[src/hdl/hcd_pkg.sv]
`timescale 1ns / 1ps
`default_nettype none

package hcd_pkg;

    localparam int DEFAULT_MAX_FRAME = 256;

    localparam int BYTE_W = 8;
    localparam int CMD_W  = 10;
    localparam int PAY_W  = 8;

    localparam logic [7:0] CHAR_CR     = 8'h0d;
    localparam logic [7:0] CHAR_LF     = 8'h0a;
    localparam logic [7:0] CHAR_ZERO   = 8'h30;
    localparam logic [7:0] CHAR_NINE   = 8'h39;
    localparam logic [7:0] HEX_ALPHA   = 8'h37;
    localparam logic [7:0] PAY_MAX     = 8'hff;

    // bytes in a frame that are not payload: three command digits, two hex, CR, LF
    localparam int FRAME_OVERHEAD = 7;
    localparam int CMD_DIGITS     = 3;

    // byte taken from the input register
    typedef struct packed {
        logic             valid;
        logic [BYTE_W-1:0] data;
    } t_byte_stage;

    function automatic logic [7:0] hex_char(input logic [3:0] nib);
        logic [7:0] wide;
        wide = {4'h0, nib};
        if (nib < 4'd10) begin
            hex_char = wide + CHAR_ZERO;
        end else begin
            hex_char = wide + HEX_ALPHA;
        end
    endfunction

endpackage

`default_nettype wire

[src/hdl/hcd_rx_if.sv]
`timescale 1ns / 1ps
`default_nettype none

interface hcd_rx_if
    import hcd_pkg::*;
();
    logic              valid;
    logic              ready;
    logic [BYTE_W-1:0] rx_byte;

    modport source (output valid, output rx_byte, input ready);
    modport sink   (input valid, input rx_byte, output ready);
endinterface

`default_nettype wire

[src/hdl/hcd_res_if.sv]
`timescale 1ns / 1ps
`default_nettype none

interface hcd_res_if
    import hcd_pkg::*;
();
    logic              valid;
    logic              ready;
    logic              checksum_ok;
    logic [CMD_W-1:0]  command_code;
    logic [PAY_W-1:0]  payload_length;
    logic [BYTE_W-1:0] computed_sum;
    logic              too_long;

    modport source (output valid, output checksum_ok, output command_code,
                    output payload_length, output computed_sum, output too_long,
                    input ready);
    modport sink   (input valid, input checksum_ok, input command_code,
                    input payload_length, input computed_sum, input too_long,
                    output ready);
endinterface

`default_nettype wire

[src/hdl/hcd_in_stage.sv]
`timescale 1ns / 1ps
`default_nettype none

module hcd_in_stage
    import hcd_pkg::*;
(
    input  wire          i_clk,
    input  wire          i_rst_n,
    hcd_rx_if.sink       i_rx,
    input  wire          i_advance,
    output t_byte_stage  o_stage
);

    logic              r_valid;
    logic              n_valid;
    logic [BYTE_W-1:0] r_byte;
    logic              in_ready;

    // take a new byte when empty or when the held one moves on
    assign in_ready   = !r_valid || i_advance;
    assign i_rx.ready = in_ready;
    assign n_valid    = in_ready ? i_rx.valid : r_valid;

    always_ff @(posedge i_clk) begin
        if (!i_rst_n) begin
            r_valid <= 1'b0;
        end else begin
            r_valid <= n_valid;
        end
    end

    always_ff @(posedge i_clk) begin
        if (in_ready && i_rx.valid) begin
            r_byte <= i_rx.rx_byte;
        end
    end

    assign o_stage.valid = r_valid;
    assign o_stage.data  = r_byte;

endmodule

`default_nettype wire

[src/hdl/hcd_frame_core.sv]
`timescale 1ns / 1ps
`default_nettype none

module hcd_frame_core
    import hcd_pkg::*;
#(
    parameter int MAX_FRAME = DEFAULT_MAX_FRAME
) (
    input  wire          i_clk,
    input  wire          i_rst_n,
    input  t_byte_stage  i_stage,
    output logic         o_advance,
    hcd_res_if.source    o_res
);

    localparam int CW = $clog2(MAX_FRAME + 1);
    localparam int XW = (CW > PAY_W) ? CW : PAY_W + 1;

    // frame state
    logic [CW-1:0]     r_count,  n_count;
    logic [BYTE_W-1:0] r_sum,    n_sum;
    logic [BYTE_W-1:0] r_rec0,   n_rec0;
    logic [BYTE_W-1:0] r_rec1,   n_rec1;
    logic [BYTE_W-1:0] r_rec2,   n_rec2;
    logic [CMD_W-1:0]  r_cmd,    n_cmd;
    logic              r_stop,   n_stop;
    logic              r_ovf,    n_ovf;

    // result register
    logic              r_out_valid, n_out_valid;
    logic              r_ok,   n_ok;
    logic [CMD_W-1:0]  r_code, n_code;
    logic [PAY_W-1:0]  r_pay,  n_pay;
    logic [BYTE_W-1:0] r_csum, n_csum;
    logic              r_long, n_long;

    logic              proc;
    logic              is_end;
    logic              frame_long;
    logic [CW-1:0]     pay_diff;
    logic [XW-1:0]     pay_ext;
    logic [CMD_W-1:0]  cmd_x10;
    logic [3:0]        digit;
    logic              is_digit;

    assign o_advance = !r_out_valid || o_res.ready;
    assign proc      = i_stage.valid && o_advance;

    assign is_end     = (i_stage.data == CHAR_LF) && (r_count != '0) && (r_rec0 == CHAR_CR);
    assign frame_long = r_ovf || (r_count >= CW'(MAX_FRAME));

    assign pay_diff = r_count - CW'(FRAME_OVERHEAD - 1);
    assign pay_ext  = XW'(pay_diff);

    assign digit    = 4'(i_stage.data - CHAR_ZERO);
    assign is_digit = (i_stage.data >= CHAR_ZERO) && (i_stage.data <= CHAR_NINE);
    assign cmd_x10  = CMD_W'({r_cmd, 3'b000}) + CMD_W'({r_cmd, 1'b0});

    always_comb begin
        n_count = r_count;
        n_sum   = r_sum;
        n_rec0  = r_rec0;
        n_rec1  = r_rec1;
        n_rec2  = r_rec2;
        n_cmd   = r_cmd;
        n_stop  = r_stop;
        n_ovf   = r_ovf;

        n_ok   = r_ok;
        n_code = r_code;
        n_pay  = r_pay;
        n_csum = r_csum;
        n_long = r_long;

        n_out_valid = o_advance ? (proc && is_end) : r_out_valid;

        if (proc) begin
            if (is_end) begin
                if (frame_long) begin
                    n_ok   = 1'b0;
                    n_code = '0;
                    n_pay  = '0;
                    n_csum = '0;
                    n_long = 1'b1;
                end else begin
                    n_ok   = 1'b0;
                    n_pay  = '0;
                    // frame of at least seven bytes: count before LF is six or more
                    if (r_count >= CW'(FRAME_OVERHEAD - 1)) begin
                        n_ok = (r_rec2 == hex_char(r_sum[7:4])) &&
                               (r_rec1 == hex_char(r_sum[3:0]));
                        n_pay = (pay_ext > XW'(PAY_MAX)) ? PAY_MAX : pay_ext[PAY_W-1:0];
                    end
                    n_code = r_cmd;
                    n_csum = r_sum;
                    n_long = 1'b0;
                end
                n_count = '0;
                n_sum   = '0;
                n_rec0  = '0;
                n_rec1  = '0;
                n_rec2  = '0;
                n_cmd   = '0;
                n_stop  = 1'b0;
                n_ovf   = 1'b0;
            end else begin
                if (r_count >= CW'(CMD_DIGITS)) begin
                    n_sum = r_sum + r_rec2;
                end
                n_rec2 = r_rec1;
                n_rec1 = r_rec0;
                n_rec0 = i_stage.data;

                if ((r_count < CW'(CMD_DIGITS)) && !r_stop) begin
                    if (is_digit) begin
                        n_cmd = cmd_x10 + CMD_W'(digit);
                    end else begin
                        n_stop = 1'b1;
                    end
                end

                // saturate the count and mark the frame as oversized
                if (r_count >= CW'(MAX_FRAME)) begin
                    n_ovf = 1'b1;
                end else begin
                    n_count = r_count + CW'(1);
                end
            end
        end
    end

    always_ff @(posedge i_clk) begin
        if (!i_rst_n) begin
            r_count     <= '0;
            r_sum       <= '0;
            r_rec0      <= '0;
            r_rec1      <= '0;
            r_rec2      <= '0;
            r_cmd       <= '0;
            r_stop      <= 1'b0;
            r_ovf       <= 1'b0;
            r_out_valid <= 1'b0;
        end else begin
            r_count     <= n_count;
            r_sum       <= n_sum;
            r_rec0      <= n_rec0;
            r_rec1      <= n_rec1;
            r_rec2      <= n_rec2;
            r_cmd       <= n_cmd;
            r_stop      <= n_stop;
            r_ovf       <= n_ovf;
            r_out_valid <= n_out_valid;
        end
    end

    always_ff @(posedge i_clk) begin
        r_ok   <= n_ok;
        r_code <= n_code;
        r_pay  <= n_pay;
        r_csum <= n_csum;
        r_long <= n_long;
    end

    assign o_res.valid          = r_out_valid;
    assign o_res.checksum_ok    = r_ok;
    assign o_res.command_code   = r_code;
    assign o_res.payload_length = r_pay;
    assign o_res.computed_sum   = r_csum;
    assign o_res.too_long       = r_long;

endmodule

`default_nettype wire

[src/hdl/ascii_hex_checksum_deframer.sv]
// The LF that ends a frame passes through the input register and then the result register,
// from which the result transfers. Throughput: one byte per cycle unless stalled; the
// running sum and three-byte history update in one pass. A result waiting on the output
// holds the byte in the input register; intake stops once both registers are full and
// resumes at the edge where the waiting result transfers.
// Reset (synchronous, active low) clears all frame state and both valid flags.
`timescale 1ns / 1ps
`default_nettype none

module ascii_hex_checksum_deframer
    import hcd_pkg::*;
#(
    parameter int MAX_FRAME = DEFAULT_MAX_FRAME
) (
    input  wire          i_clk,
    input  wire          i_rst_n,
    hcd_rx_if.sink       i_rx,
    hcd_res_if.source    o_res
);

    t_byte_stage stage;
    logic        advance;

    hcd_in_stage u_in_stage (
        .i_clk     (i_clk),
        .i_rst_n   (i_rst_n),
        .i_rx      (i_rx),
        .i_advance (advance),
        .o_stage   (stage)
    );

    hcd_frame_core #(
        .MAX_FRAME (MAX_FRAME)
    ) u_frame_core (
        .i_clk     (i_clk),
        .i_rst_n   (i_rst_n),
        .i_stage   (stage),
        .o_advance (advance),
        .o_res     (o_res)
    );

    // a discarded frame reports nothing but the flag
    a_long_clean : assert property (@(posedge i_clk) disable iff (!i_rst_n)
        (o_res.valid && o_res.too_long) |->
            (!o_res.checksum_ok && o_res.command_code == '0 &&
             o_res.payload_length == '0 && o_res.computed_sum == '0))
        else $error("oversized frame result carries data");

    // a match never comes from a discarded frame
    a_ok_hex : assert property (@(posedge i_clk) disable iff (!i_rst_n)
        (o_res.valid && o_res.checksum_ok) |-> !o_res.too_long)
        else $error("checksum match on oversized frame");

    a_cmd_range : assert property (@(posedge i_clk) disable iff (!i_rst_n)
        o_res.valid |-> (o_res.command_code <= CMD_W'(999)))
        else $error("command code out of range");

    // hold a waiting result until it transfers
    a_no_drop : assert property (@(posedge i_clk) disable iff (!i_rst_n)
        (o_res.valid && !o_res.ready) |=> o_res.valid)
        else $error("result dropped while stalled");

endmodule

`default_nettype wire
[src/flat_wrapper.sv]
// flat-port wrapper written by rule: the top's interface ports become plain ports
module ascii_hex_checksum_deframer_flat import hcd_pkg::*;
#(
    parameter int MAX_FRAME = DEFAULT_MAX_FRAME
)
  (i_clk, i_rst_n, i_rx_valid, i_rx_rx_byte, i_rx_ready, o_res_valid, o_res_checksum_ok, o_res_command_code, o_res_payload_length, o_res_computed_sum, o_res_too_long, o_res_ready);
  hcd_rx_if i_rx_i ();
  hcd_res_if o_res_i ();
  input  wire i_clk;
  input  wire i_rst_n;
  input wire logic [$bits(i_rx_i.valid)-1:0] i_rx_valid;
  input wire logic [$bits(i_rx_i.rx_byte)-1:0] i_rx_rx_byte;
  output wire logic [$bits(i_rx_i.ready)-1:0] i_rx_ready;
  output wire logic [$bits(o_res_i.valid)-1:0] o_res_valid;
  output wire logic [$bits(o_res_i.checksum_ok)-1:0] o_res_checksum_ok;
  output wire logic [$bits(o_res_i.command_code)-1:0] o_res_command_code;
  output wire logic [$bits(o_res_i.payload_length)-1:0] o_res_payload_length;
  output wire logic [$bits(o_res_i.computed_sum)-1:0] o_res_computed_sum;
  output wire logic [$bits(o_res_i.too_long)-1:0] o_res_too_long;
  input wire logic [$bits(o_res_i.ready)-1:0] o_res_ready;
  assign i_rx_i.valid = i_rx_valid;
  assign i_rx_i.rx_byte = i_rx_rx_byte;
  assign i_rx_ready = i_rx_i.ready;
  assign o_res_valid = o_res_i.valid;
  assign o_res_checksum_ok = o_res_i.checksum_ok;
  assign o_res_command_code = o_res_i.command_code;
  assign o_res_payload_length = o_res_i.payload_length;
  assign o_res_computed_sum = o_res_i.computed_sum;
  assign o_res_too_long = o_res_i.too_long;
  assign o_res_i.ready = o_res_ready;
  ascii_hex_checksum_deframer #(.MAX_FRAME(MAX_FRAME)) u_core (.i_clk(i_clk), .i_rst_n(i_rst_n), .i_rx(i_rx_i), .o_res(o_res_i));
endmodule
[config.mk]
export PLATFORM = sky130hd
export DESIGN_NAME = ascii_hex_checksum_deframer_flat
export DESIGN_NICKNAME = d
export VERILOG_FILES = /design/src/hdl/hcd_pkg.sv /design/src/hdl/hcd_rx_if.sv /design/src/hdl/hcd_res_if.sv /design/src/hdl/hcd_in_stage.sv /design/src/hdl/hcd_frame_core.sv /design/src/hdl/ascii_hex_checksum_deframer.sv /design/src/flat_wrapper.sv
export SDC_FILE = /design/constraint.sdc
export NUM_CORES = 1
export LEC_CHECK = 0
export CAP_MARGIN = 20
export CORE_AREA = 2 2 145 112
export CTS_BUF_LIST = sky130_fd_sc_hd__clkbuf_8
export DETAILED_ROUTE_END_ITERATION = 10
export DIE_AREA = 0 0 147 114
export DONT_BUFFER_PORTS = 1
export GPL_TIMING_DRIVEN = 0
export SYNTH_ARGS = -nofsm -noshare
export SYNTH_HDL_FRONTEND = slang
export SYNTH_HIERARCHICAL = 1
export SYNTH_SLANG_ARGS = --single-unit
[constraint.sdc]
create_clock -name i_clk -period 6.8 [get_ports i_clk]
set_input_delay 1.36 -clock i_clk [delete_from_list [all_inputs] [get_ports i_clk]]
set_output_delay 1.36 -clock i_clk [all_outputs]
set_load 0.01 [all_outputs]
## Word-level counts from Yosys, hierarchy flattened

Cells that the tools add are included.

- Flip-flop bits (word level): 91
- Input bits: 12
- Word-level logic and storage cells: 95

- Add/sub/neg operators: 10
- Order comparisons: 9
- Equal/unequal tests: 6
- Multiplexer cells: 27
- Bitwise gates (word level): 1
- Reductions and logical operators: 26

Operator list:

| kind | number |
|---|---|
| $mux W8 | 14 |
| $mux W10 | 3 |
| $add A4 B6 Y7 const B | 4 |
| $mux W9 | 2 |
| $eq A8 B4 Y1 const B | 2 |
| $eq A8 B8 Y1 | 2 |
| $mux W7 | 2 |
| $add A10 B10 Y10 | 1 |
| $add A10 B4 Y10 | 1 |
| $add A9 B1 Y9 const B | 1 |
| $ge A9 B2 Y1 const B | 1 |
| $ge A9 B3 Y1 const B | 1 |
| $ge A9 B9 Y1 const B | 1 |
| $gt A9 B8 Y1 const B | 1 |
| $lt A9 B2 Y1 const B | 1 |
| $reduce_bool A9 Y1 | 1 |
| $sub A9 B3 Y9 const B | 1 |
| $add A8 B8 Y8 | 1 |
| $ge A8 B6 Y1 const B | 1 |
| $le A8 B6 Y1 const B | 1 |
| $logic_and A1 B1 Y1 | 8 |
| $lt A4 B4 Y1 const B | 2 |
| $reduce_and A2 Y1 | 4 |
| $reduce_bool A2 Y1 | 4 |
| 8 further kinds | 19 |

## Depth between registers and ports, before layout

- Depth in word-level cells: 8
- Mapped depth: 10
- Mapped depth without buffers: 10

## Cells and area by module

Netlist, hierarchy kept.

Modules (own cells, without submodules):

| module | instances | cells each | area an instance (µm²) | sequential area each (µm²) |
|---|---|---|---|---|
| hcd_frame_core | 1 | 480 | 4493.1 | 1921.8 |
| hcd_in_stage | 1 | 14 | 305.3 | 260.2 |

## Worst setup path after synthesis

Ideal clock, no wire load.

- Path type: input to register
- From: input o_res_ready
- To: register u_core.u_frame_core.r_ok, in the netlist u_core/u_frame_core/o_res.checksum_ok, enable pin
- Setup time: 413 ps
- Arrival time: 3268 ps
- Data required time: 6387 ps
- Setup slack: 3119 ps
- Stages: 5
- Buffers on the path: 2
- Path through: nand2b_1 > nand2_1 > clkbuf_1 > clkbuf_1 > nor2_1

- Longest elaborated chain between the ends: 3

RTL lines:

| element | line | source |
|---|---|---|
| from (decl) | flat_wrapper.sv:20 | `input wire logic [$bits(o_res_i.ready)-1:0] o_res_ready;` |
| $logic_or A1 B1 Y1 | hcd_frame_core.sv:46 | `assign o_advance = !r_out_valid \|\| o_res.ready;` |
| $logic_and A1 B1 Y1 | hcd_frame_core.sv:47 | `assign proc = i_stage.valid && o_advance;` |
| $reduce_and A2 Y1 (no line) | n/a |  |
| to (signal assigned) | hcd_frame_core.sv:157 | `r_ok <= n_ok;` |
| to (decl) | hcd_frame_core.sv:31 | `logic r_ok, n_ok;` |

Every way passes these cells.
A chain may end at the register's enable or synchronous reset.

## Worst setup path in the final report

- From: input o_res_ready
- To: output i_rx_ready

- Longest elaborated chain between the ends: 2

RTL lines:

| element | line | source |
|---|---|---|
| $logic_or A1 B1 Y1 | hcd_frame_core.sv:46 |  |
| $logic_or A1 B1 Y1 | hcd_in_stage.sv:20 | `assign in_ready = !r_valid \|\| i_advance;` |
| to (decl) | flat_wrapper.sv:13 | `output wire logic [$bits(i_rx_i.ready)-1:0] i_rx_ready;` |

Every way passes these cells.

==> flow_summary.toml <==
[status]
status = "complete, no violations"

[power_and_ir_drop]
p_per_area_nw_per_um2 = 183.5
switching_share = 0.2255
p_int_uw = 750.6
pwr-share-seq = 0.597
p_comb_frac = 0.036
p_switching_uw = 218.5
ir_drop_mv = 0.09088
power_frac_clock = 0.368
cellLeakagePower_nw = 1.920

[placement]
dp_hpwl_um = 7976
dp_slack_ns = 3.412
gp_congestion = 0.8540
io_buffers = 0
post_dp_cell_area_um2 = 5091
post-place-cells = 705

[synth]
syn_avg_cell_area_um2 = 9.713
syn-num-nets = 538
synth-seq-cells = 91
synth_edf_count = 36
synthArstFlopShare = 0
yosys_warnings = 6
synth_top_flop_cell = "dfxtp_1"
syn_area_um2 = 4798
synth_seq_area_share = 0.4548
syn-instance-count = 494
yosys.cell_types.count = 69

[setup_path]
crit_chain = "nand2b_1, nand2b_4"
worstPathRequired_ns = 5.44
max_stage_delay_ns = 0.20
crit_slowest_cell = "nand2b_1"
end_kind = "output pin"
critPathKind = "input pin to output pin"
path_buf_inv = 0
cp-start-kind = "input pin"
path_max_fanout = 5
critPathArrivalTime_ns = 1.77
crit_family = "simple AND/OR/NAND/NOR gates"

[sta]
fin_crit_ns = 3.126
worst_slew_pin_slew_ns = 0.8154
slew_headroom = 0.4528
rsz0062_at_grt = "no"
setup_ws_ns = 3.674
final_hold_viol_count = 0
final_max_slew_viol_count = 0
tns_ns = 0
post-route-period-util = 0.4597
finalSetupViolCount = 0
final.setup_skew_ns = 0.008834
clock.fmax_mhz = 319.9

[route]
wirelength_um = 10520
drc = 0
wl_per_cell_um = 14.61
routed_via_density = 5.042
dr.first_iter.drc_count = 199
ant_nets = 0
drt_pass1_iterations = 5
vias = 3630

[final_layout]
antenna_cells = 0
fin_cells = 720
nets = 550
final_core_util = 0.3404
drive_above_1_share = 0.08235
area_growth_pct = 10.07
fin_area_um2 = 5281

[floorplanning]
die_w_um = 147
dieArea_um2 = 16760
die_y_um = 114
ios = 42
design.core.area_um2 = 15510
rows = 40
start_util = 0.3093

[clock_network]
clock_sinks = 91
htreeDepth = 3
holdBufCountCts = 0
cts_made_buffers = 9
post_cts_buffers = 0
clk_latency_ns = 0.36
ctsResizeCount = 0
clk_path_buf_depth = 2
cts_tree = "yes"
cts_root_buffer = "clkbuf_8"
path_clk_slew_ns = 0.09

[global_routing]
grt_max_degree = 21
grt_pass1_wl_um = 17350
grt_pass1_vias = 3435
grt_use_total = 0.1298
globalRouteOverflowTotal = 0
antenna_found_initial = 0

[worst_hold_path]
hold_path_class = "register to register"

[job]
drv_cap = 0
-- cells in the final DEF, fill, tap and decap left out, types with 3 or more instances in the layout --
cell type / instances
xnor2_1: 20
and2_1: 15
a22o_1: 10
nor2b_1: 13
nand2b_1: 3
a31oi_1: 3
xor2_1: 9
a21o_1: 3
nor3_1: 4
o41ai_1: 3
a22oi_1: 8
nand4b_1: 3
nor3b_1: 3
nand4_1: 5
a211oi_1: 4
clkinvlp_4: 3
inv_1: 20
fa_1: 3
nand2_1: 64
edfxtp_1: 36
nor2_1: 31
a21oi_1: 48
dfxtp_1: 55
a21boi_0: 3
clkbuf_1: 16
clkbuf_8: 9
o21ai_0: 13
o211ai_1: 3
ha_1: 29
or3_1: 3
nand3_1: 9
-- routing by layer --
metal / global-route usage / routed length [µm]
met1: 0.1875 / 5352
met2: 0.1909 / 4460
met3: 0.03240 / 573
met4: 0.04103 / 131
met5: 0 / 0
-- power by group through the flow --
stage	sequential [mW]	clock [mW]	combinational [mW]
after floorplan	0.588	0	0.0262
after global placement	0.591	0	0.0333
after detailed placement	0.591	0	0.0345
after CTS	0.578	0.371	0.0345
after global routing	0.579	0.391	0.0387
final	0.578	0.357	0.0344
-- worst paths after layout --
| kind | from | end | slack (ns) | depth (start not counted) |
|---|---|---|---|---|
| worst max-delay path | o_res_ready | i_rx_ready | 3.67 | 2 |
| worst min-delay path | u_core/u_frame_core/r_rec0[2] | u_core/u_frame_core/r_rec1[2] | 0.47 | 2 |
| worst max register to register | u_core/u_in_stage/r_byte[3] | u_core/u_frame_core/r_cmd[9] | 4.14 | 10 |
| worst min register to register | u_core/u_frame_core/r_rec0[2] | u_core/u_frame_core/r_rec1[2] | 0.47 | 2 |
-- Yosys cell counts (all sizes together), types with 3 or more instances --
cell type,n,area share
edfxtp,36,0.23
nor3,7,0.012
and2,17,0.023
nor2,34,0.031
fa,3,0.013
nand2,65,0.051
a31oi,3,0.0039
nor2b,13,0.017
or3,3,0.0039
nor3b,3,0.0047
nand4b,3,0.0055
o21ai,17,0.019
ha,29,0.076
a21o,4,0.0078
a21boi,6,0.010
clkbuf,16,0.013
dfxtp,55,0.23
inv,20,0.016
nand3,10,0.011
o211ai,3,0.0047
buf,7,0.011
a22o,10,0.018
a211oi,4,0.0063
nand2b,4,0.0068
o41ai,3,0.0055
a21oi,49,0.052
xnor2,20,0.037
a22oi,8,0.013
nand4,5,0.0065
xor2,9,0.016
-- flip-flops by register name, indices dropped and copies added (netlist names) --
signal / flops
u_core/u_frame_core/r_rec1: 8
u_core/u_frame_core/r_stop: 1
u_core/u_frame_core/o_res.command_code: 10
u_core/u_frame_core/o_res.valid: 1
u_core/u_frame_core/o_res.computed_sum: 8
u_core/u_frame_core/o_res.payload_length: 8
u_core/u_frame_core/r_count: 9
u_core/u_frame_core/r_rec2: 8
u_core/u_in_stage/r_byte: 8
u_core/u_frame_core/r_ovf: 1
u_core/u_frame_core/o_res.too_long: 1
u_core/u_frame_core/r_cmd: 10
u_core/u_frame_core/o_res.checksum_ok: 1
u_core/u_in_stage/r_valid: 1
u_core/u_frame_core/r_sum: 8
u_core/u_frame_core/r_rec0: 8
-- final cells by class --
cell class	count	area [µm²]
fill	1610	10230
multi-input combinational	360	2432
sequential	91	2182
tap	210	262.8
clock buffer	9	123.9
buffer	23	111.4
inverter	20	75.07
clock inverter	6	66.31
timing repair buffer	1	27.53
-- cell families (layout without fill, tap and decap cells) --
| family | Yosys count | count (layout) | synth area share |
|---|---|---|---|
| muxes | 3 | 3 | 0.006519 |
| xor gates and xnor gates | 29 | 29 | 0.05293 |
| AOI/OAI and AO/OA | 119 | 119 | 0.1614 |
| adders and majority gates | 32 | 32 | 0.08814 |
| DFF | 91 | 91 | 0.4548 |
| buffers and inverters | 43 | 59 | 0.03885 |
| and+or+nand+nor | 177 | 177 | 0.1974 |
-- worst register-to-register path, stage by stage (launching register included) --
cell and delay (ns):
edfxtp_1 0.39, inv_1 0.09, fa_1 0.53, inv_1 0.06, ha_1 0.29, a21oi_1 0.12
nor2b_1 0.07, o31a_1 0.27, o41ai_1 0.36, xnor2_1 0.13, a22o_1 0.24
-- per-stage QoR --
step                      hold slack [ns]  power, mW
final                              0.4747     0.9691
after global routing               0.4995      1.009
after CTS                          0.4790     0.9843
after detailed placement           0.4489     0.6255
after global placement             0.4560     0.6240
after floorplan                    0.4339     0.6142
Note: power is estimated with default switching activity, not from simulation.
